**src/hw/rtl/lslp_pkg.sv**
```systemverilog
`timescale 1ns / 1ps
// lslp_pkg: shared constants, types and the arctangent table of the label placer
// depends on nothing

package lslp_pkg;

  // default configuration of the placer
  localparam int COORD_WIDTH_DEF  = 24;
  localparam int CORDIC_STEPS_DEF = 16;

  // fixed field widths
  localparam int LABEL_W     = 16;
  localparam int LABEL_FRAC  = 8;
  localparam int ANGLE_W     = 15;

  // cordic scaling, angle accumulator and rounding to Q2.13
  localparam int PRESCALE_SH = 20;
  localparam int Z_W         = 32;
  localparam int ROUND_HALF  = 65536;
  localparam int ANGLE_SH    = 17;

  localparam logic signed [ANGLE_W-1:0] ANGLE_MAX = 15'sd12868;
  localparam logic signed [ANGLE_W-1:0] ANGLE_MIN = -15'sd12868;

  // path element kinds
  typedef enum logic [1:0] {
    MODE_MOVE  = 2'd0,
    MODE_LINE  = 2'd1,
    MODE_CLOSE = 2'd2,
    MODE_CURVE = 2'd3
  } lslp_mode_t;

  // sequencer states of the top level
  typedef enum logic [2:0] {
    ST_IDLE,
    ST_ABS,
    ST_SQUARE,
    ST_SUM,
    ST_LAUNCH,
    ST_WAIT,
    ST_UPDATE,
    ST_REPORT
  } lslp_state_t;

  // atan(2^-i) in Q.30 radians
  function automatic logic signed [Z_W-1:0] atan_q30(input int unsigned idx);
    case (idx)
      0:       return 32'sd843314857;
      1:       return 32'sd497837830;
      2:       return 32'sd263043837;
      3:       return 32'sd133525159;
      4:       return 32'sd67021687;
      5:       return 32'sd33543515;
      6:       return 32'sd16775851;
      7:       return 32'sd8388438;
      8:       return 32'sd4194283;
      9:       return 32'sd2097149;
      10:      return 32'sd1048576;
      11:      return 32'sd524288;
      12:      return 32'sd262144;
      13:      return 32'sd131072;
      14:      return 32'sd65536;
      15:      return 32'sd32768;
      16:      return 32'sd16384;
      17:      return 32'sd8192;
      18:      return 32'sd4096;
      19:      return 32'sd2048;
      20:      return 32'sd1024;
      21:      return 32'sd512;
      22:      return 32'sd256;
      23:      return 32'sd128;
      24:      return 32'sd64;
      25:      return 32'sd32;
      26:      return 32'sd16;
      27:      return 32'sd8;
      28:      return 32'sd4;
      29:      return 32'sd2;
      30:      return 32'sd1;
      default: return '0;
    endcase
  endfunction

endpackage

```
**src/hw/rtl/lslp_sqrt_cell.sv**
```systemverilog
`timescale 1ns / 1ps
// lslp_sqrt_cell: one restoring square-root step, one root bit per cell, registered
// depends on lslp_pkg (default width only)

module lslp_sqrt_cell #(
  parameter int ROOT_W = lslp_pkg::COORD_WIDTH_DEF + 1
) (
  input  logic                  clk,
  input  logic                  rst_n,
  input  logic                  in_valid,
  input  logic [ROOT_W+1:0]     in_rem,
  input  logic [ROOT_W-1:0]     in_root,
  input  logic [2*ROOT_W-1:0]   in_rad,
  output logic                  out_valid,
  output logic [ROOT_W+1:0]     out_rem,
  output logic [ROOT_W-1:0]     out_root,
  output logic [2*ROOT_W-1:0]   out_rad
);
  localparam int REM_W = ROOT_W + 2;
  localparam int RAD_W = 2 * ROOT_W;

  logic              valid_r;
  logic [REM_W-1:0]  rem_r;
  logic [ROOT_W-1:0] root_r;
  logic [RAD_W-1:0]  rad_r;

  logic [REM_W-1:0]  rem_sh;
  logic [REM_W-1:0]  trial;
  logic              take;
  logic [REM_W-1:0]  rem_nxt;
  logic [ROOT_W-1:0] root_nxt;

  // bring down two radicand bits and try 4*root+1
  always_comb begin
    rem_sh   = {in_rem[REM_W-3:0], in_rad[RAD_W-1:RAD_W-2]};
    trial    = {in_root, 2'b01};
    take     = (rem_sh >= trial);
    rem_nxt  = take ? (rem_sh - trial) : rem_sh;
    root_nxt = {in_root[ROOT_W-2:0], take};
  end

  // token valid
  always_ff @(posedge clk) begin
    if (!rst_n) begin
      valid_r <= 1'b0;
    end else begin
      valid_r <= in_valid;
    end
  end

  // step data
  always_ff @(posedge clk) begin
    rem_r  <= rem_nxt;
    root_r <= root_nxt;
    rad_r  <= {in_rad[RAD_W-3:0], 2'b00};
  end

  assign out_valid = valid_r;
  assign out_rem   = rem_r;
  assign out_root  = root_r;
  assign out_rad   = rad_r;

endmodule

```
**config.mk**
```make
export PLATFORM = sky130hd
export DESIGN_NAME = lslp_sqrt_cell
export DESIGN_NICKNAME = d
export VERILOG_FILES = /design/src/hw/rtl/lslp_pkg.sv /design/src/hw/rtl/lslp_sqrt_cell.sv
export SDC_FILE = /design/constraint.sdc
export NUM_CORES = 1
export LEC_CHECK = 0
export BUFFER_PORTS_ARGS = -buffer_cell sky130_fd_sc_hd__buf_2
export CAP_MARGIN = 40
export CORE_ASPECT_RATIO = 2
export CORE_MARGIN = 5
export CORE_UTILIZATION = 41
export CTS_BUF_LIST = sky130_fd_sc_hd__clkbuf_8
export CTS_CLUSTER_DIAMETER = 100
export CTS_CLUSTER_SIZE = 30
export DETAILED_ROUTE_END_ITERATION = 10
export GPL_TIMING_DRIVEN = 0
export PLACE_DENSITY = 0.76
export SYNTH_ARGS = -nofsm -noshare
export SYNTH_HDL_FRONTEND = slang
export SYNTH_SLANG_ARGS = --single-unit
export TNS_END_PERCENT = 1
```
**constraint.sdc**
```tcl
create_clock -name clk -period 2.5 [get_ports clk]
set_input_delay 0.25 -clock clk [delete_from_list [all_inputs] [get_ports clk]]
set_output_delay 0.25 -clock clk [all_outputs]
set_load 0.005 [all_outputs]
```
* Yosys cells after proc, flatten, opt, wreduce, memory -nomap -nowiden *
Cells that the tools add are included.

word-level totals
  bits in registers = 101
  latch bits = 0
  RAM bits = 0
  memory bits (read-only) = 0
  input port bits = 105
  output and inout port bits = 103
  memories = 0

operators by class
  add/sub/neg operators = 1
  multiply operators = 0
  divide/modulo/power cells = 0
  magnitude comparators = 1
  eq/ne operators = 0
  shift operators = 0
  multiplexer cells = 1
  bitwise gates (word level) = 0
  reduce and logical (&&, ||, !) cells = 0

operators by type and width
  kind                                count
  greater-or-equal comparator 27 bit  1
  2-to-1 mux 27 bit                   1
  subtractor 27 bit                   1

* Longest topological paths before layout *
  depth after elaboration = 2
  depth in mapped cells = 13

* Worst setup path before layout *
Ideal clock, no wire load.

  path type = input port to flip-flop
  from = in in_root[19]
  to = reg rem_r[4], in the netlist out_rem[4]
  library setup time = 0.121 ns
  arrival = 2.535 ns
  required time = 2.379 ns
  slack = -0.157 ns
  stages = 12
  path buffers = 3
  cells stage by stage = inv_1 > ha_1 > buf_2 > nand4_1 > or3_1 > or4_1 > o21ai_2 > nor2_1 > o31a_1 > buf_6 > buf_6 > mux2_4

between the ends
  longest elaborated chain between the ends = 2

ends and longest elaborated chain
  item                                RTL line              RTL
  start: declaration                  lslp_sqrt_cell.sv:12  input logic [ROOT_W-1:0] in_root,
  greater-or-equal comparator 27 bit  lslp_sqrt_cell.sv:37  take = (rem_sh >= trial);
  2-to-1 mux 27 bit                   lslp_sqrt_cell.sv:38  rem_nxt = take ? (rem_sh - trial) : rem_sh;
  via rem_nxt[4]                      lslp_sqrt_cell.sv:30  logic [REM_W-1:0] rem_nxt;
  end signal: assignment              lslp_sqrt_cell.sv:53  rem_r <= rem_nxt;
  end: declaration                    lslp_sqrt_cell.sv:23  logic [REM_W-1:0] rem_r;

The timed path passes the listed nets, and every way through them passes these cells.
A chain may end at the register's enable or synchronous reset.

* Worst setup path in the final report *
  from = in in_root[14]
  to = reg rem_r[25], in the netlist out_rem[25]

between the ends
  longest elaborated chain between the ends = 2
  elaborated cells on any way between the ends = 3
  classes of those cells = add/sub: 1; order compare: 1; mux: 1

ends and longest elaborated chain
  item                                                                     RTL line
  subtractor 27 bit or greater-or-equal comparator 27 bit (tied branches)  lslp_sqrt_cell.sv:38, lslp_sqrt_cell.sv:37
  2-to-1 mux 27 bit (*)                                                    lslp_sqrt_cell.sv:38
  via rem_nxt[25]                                                          lslp_sqrt_cell.sv:30

Mark *: on every way through the listed nets, which the timed path passes. The rest lies on a longest branch.

==> summary.json <==
{
  "synth_flop_cell": {"value": "sky130_fd_sc_hd__dfxtp_1"},
  "internal_power": {"value": 2.58, "unit": "mW"},
  "power.switching": {"value": 1.06, "unit": "mW"},
  "critical-path-top-delay-family": {"value": "simple AND/OR/NAND/NOR gates"},
  "routabilityCongestion": {"value": 0.818},
  "crit_slowest_cell": {"value": "sky130_fd_sc_hd__or4_1"},
  "cts_buffers": {"value": 9},
  "switching_share": {"value": 29.1, "unit": "%"},
  "synthesis.instances": {"value": 371},
  "start_kind": {"value": "input pin"},
  "final.fill_count": {"value": 705},
  "cts-htree-levels": {"value": 3},
  "synth_edf_count": {"value": 0},
  "overflow": {"value": 0},
  "nets": {"value": 792},
  "syn-mean-instance-area": {"value": 10.1, "unit": "µm²"},
  "synth_cell_types": {"value": 50},
  "crit_type": {"value": "in2reg"},
  "whs_path_depth": {"value": 3},
  "cts_root_buffer": {"value": "sky130_fd_sc_hd__clkbuf_8"},
  "path_cells": {"value": "buf_2 > inv_1 > ha_1 > nand4_1 > or3_4 > or4_1 > o21ai_2 > nor2_1 > o31a_1 > buf_6 > buf_6 > nand4b_4 > o211a_1"},
  "clock_sinks": {"value": 101},
  "power_frac_clock": {"value": 27.2, "unit": "%"},
  "detail_route.vias_per_cell": {"value": 4.85},
  "yosysWarnings": {"value": 0},
  "buffer_ports.inserted": {"value": 203},
  "async_reset_ff_share": {"value": 0, "unit": "%"},
  "final_hold_viol_count": {"value": 0},
  "detail_route.drc_violations": {"value": 0},
  "worst_case_vdd_ir_drop": {"value": 319, "unit": "µV"},
  "floorplan.initialDensity": {"value": 41.9, "unit": "%"},
  "cp_data_arrival_time": {"value": 2670, "unit": "ps"},
  "syn_to_final_growth": {"value": 57.9, "unit": "%"},
  "clock_path_buffers": {"value": 2},
  "number_of_antenna_violations_at_the_first_check_in_global_routing": {"value": 1},
  "syn_area": {"value": 3750, "unit": "µm²"},
  "layout.cells.most_common_list": {"value": "sky130_fd_sc_hd__buf_2, sky130_fd_sc_hd__dfxtp_1, sky130_fd_sc_hd__dlygate4sd3_1"},
  "portion_of_the_post_synthesis_area_used_by_sequential_elements": {"value": 54.0, "unit": "%"},
  "clkTransAtPathRegs": {"value": 100, "unit": "ps"},
  "power.leakage": {"value": 2.98, "unit": "nW"},
  "share_seq_of_total_power": {"value": 49.1, "unit": "%"},
  "hpwlAfterDp": {"value": 8.69, "unit": "mm"},
  "outcome": {"value": "finished, final reports clean"},
  "worst_hold_path.endpoint": {"value": "out_rem[15]$_DFF_P_"},
  "crit_path_frequent_cell": {"value": "sky130_fd_sc_hd__buf_6"},
  "worstPathRequired": {"value": 2770, "unit": "ps"},
  "pin_count_of_the_biggest_net_entering_global_routing": {"value": 20},
  "final_antenna_net_count": {"value": 0},
  "worst_path_largest_cell_delay": {"value": 420, "unit": "ps"},
  "normalized_max_slew_margin": {"value": 65.1, "unit": "%"},
  "fp.dieW": {"value": 77.6, "unit": "µm"},
  "final_min_period_over_clock_period": {"value": 96.4, "unit": "%"},
  "endpoint_kind": {"value": "register"},
  "ioPinCount": {"value": 208},
  "floorplan.rows": {"value": 49},
  "die_height": {"value": 145, "unit": "µm"},
  "hold_class": {"value": "in2reg"},
  "dr_total_vias": {"value": 3728},
  "vias_in_the_first_global_route": {"value": 4101},
  "p_total": {"value": 3.64, "unit": "mW"},
  "detail_route.iter0.violations": {"value": 137},
  "grtUsageTotal": {"value": 22.0, "unit": "%"},
  "drive_above_1_share": {"value": 38.0, "unit": "%"},
  "core": {"value": 8950, "unit": "µm²"},
  "final_wirelength": {"value": 12.2, "unit": "mm"},
  "dr.pass1.iters": {"value": 4},
  "tightest_slew": {"value": 518, "unit": "ps"},
  "final-max-slew-violation-count": {"value": 0},
  "final.min_clock_period": {"value": 2410, "unit": "ps"},
  "fmax": {"value": 415, "unit": "MHz"},
  "grt_pass1_wl": {"value": 19.8, "unit": "mm"},
  "grt_setup_unrepaired": {"value": "yes"},
  "layout_commonest_cell": {"value": "sky130_fd_sc_hd__buf_2"},
  "tritoncts_clock_tree": {"value": "yes"},
  "multi_input_comb_area": {"value": 1600, "unit": "µm²"},
  "report.final.setup_viol": {"value": 0},
  "power_per_cell_area": {"value": 616, "unit": "nW/µm²"},
  "path_buf_inv": {"value": 4},
  "area_enclosed_by_the_die_boundary": {"value": 11300, "unit": "µm²"},
  "pwr-share-comb": {"value": 23.8, "unit": "%"},
  "wl_per_cell": {"value": 15.9, "unit": "µm"},
  "place.detailed.instances": {"value": 677},
  "drv_cap": {"value": 0},
  "finish.cell_count_without_fillers": {"value": 768},
  "holdCritStartpoint": {"value": "in_rem[13]"},
  "synth.ff_latch_count": {"value": 101},
  "crit_fanout": {"value": 10},
  "final-seq-area": {"value": 2020, "unit": "µm²"}
}
## layer usage
layer / global-route usage, % / up-vias / share of wire (%)
li1: - / 1830 / -
met1: 20.5 / 1715 / 32
met2: 42.7 / 149 / 59
met3: 4.53 / 34 / 5.6
met4: 10.8 / 0 / 3.7
met5: 0 / - / 0
## what timing repair did
action	4_1_cts	5_1_grt
setup buffers	0	2
pin swaps	0	2
hold buffers	72	0
endpoints found under the hold margin	72	0
cloned	0	0
endpoints found under the setup margin	27	27
gates resized for setup	7	12
## metrics by stage
step | setup slack (ps) | hold slack (ps) | cell area [µm²] | utilization (%) | TNS [ps]
4_1_cts | 28.8 | 79.3 | 5870 | 65.5 | 0
3_3_place_gp | -600 | 352 | 4930 | 55.1 | -14930
2_1_floorplan | 2.56 | 278 | 3790 | - | 0
3_5_place_dp | -654 | 354 | 4930 | 55.1 | -16420
6_report | 91.2 | 100 | 5920 | 66.1 | 0
5_1_grt | -15.5 | 92.8 | 5920 | 66.1 | -15.5
## kinds of logic (layout without fill, tap and decap cells)
kind of cell    count (synthesis)  after routing  share of synthesized area (%)
flops                         101            101                           54.0
compound gates                 92             92                           15.3
simple gates                   80             80                           10.4
buf+inv                        45            338                           5.24
fa+ha+maj                      27             27                           9.02
xor+xnor                       23             23                           5.38
mux                             2              2                          0.668
other cells                     1              3                          0.100
## power by group through the flow
stage	clock, mW	sequential (mW)	combinational, mW
2_1_floorplan	0	1.85	0.389
3_3_place_gp	0	1.82	0.729
3_5_place_dp	0	1.82	0.749
4_1_cts	1.02	1.79	0.850
5_1_grt	1.09	1.80	0.957
6_report	0.990	1.79	0.866
## cell usage after synthesis, drive strengths merged (3+ instances only)
cell	count	area, µm²
dfxtp	101	2020
nand2	41	154
inv	34	128
o21ai	34	174
ha	27	338
a21oi	21	105
xnor2	17	149
a21o	9	67.6
nor2	9	33.8
buf	7	52.5
nand4	6	37.5
xor2	6	52.6
clkbuf	4	16.3
nand3	4	20.0
nor3	4	20.0
o211ai	4	30.0
o21a	4	30.0
nand2b	3	18.8
nor2b	3	18.8
o21bai	3	22.5
## final cells by class
type	instances	area share, %
clock inverter	7	1.14
multi-input combinational	226	27.1
buffer	11	1.52
antenna	1	0.0423
clock buffer	9	2.09
tap	102	2.16
sequential	101	34.2
inverter	34	2.16
timing repair buffer	277	29.6
## state kept, by name (all words and copies together) (netlist names)
signal	count
out_rem	27
out_valid	1
out_rad	48
out_root	25
## how the worst max path moves through the flow
stage | startpoint | depth (start not counted) | to | slack, ps
6_report | in_root[14] | 13 | out_rem[25]$_DFF_P_ | 90
5_1_grt | in_root[21] | 13 | out_rem[25]$_DFF_P_ | -20
4_1_cts | in_root[13] | 14 | out_rem[25]$_DFF_P_ | 30
3_5_place_dp | in_root[0] | 13 | out_rem[20]$_DFF_P_ | -650
3_3_place_gp | in_root[0] | 13 | out_rem[19]$_DFF_P_ | -600
2_1_floorplan | in_root[18] | 11 | out_rem[4]$_DFF_P_ | 3
Note: power is estimated with default switching activity, not from simulation.
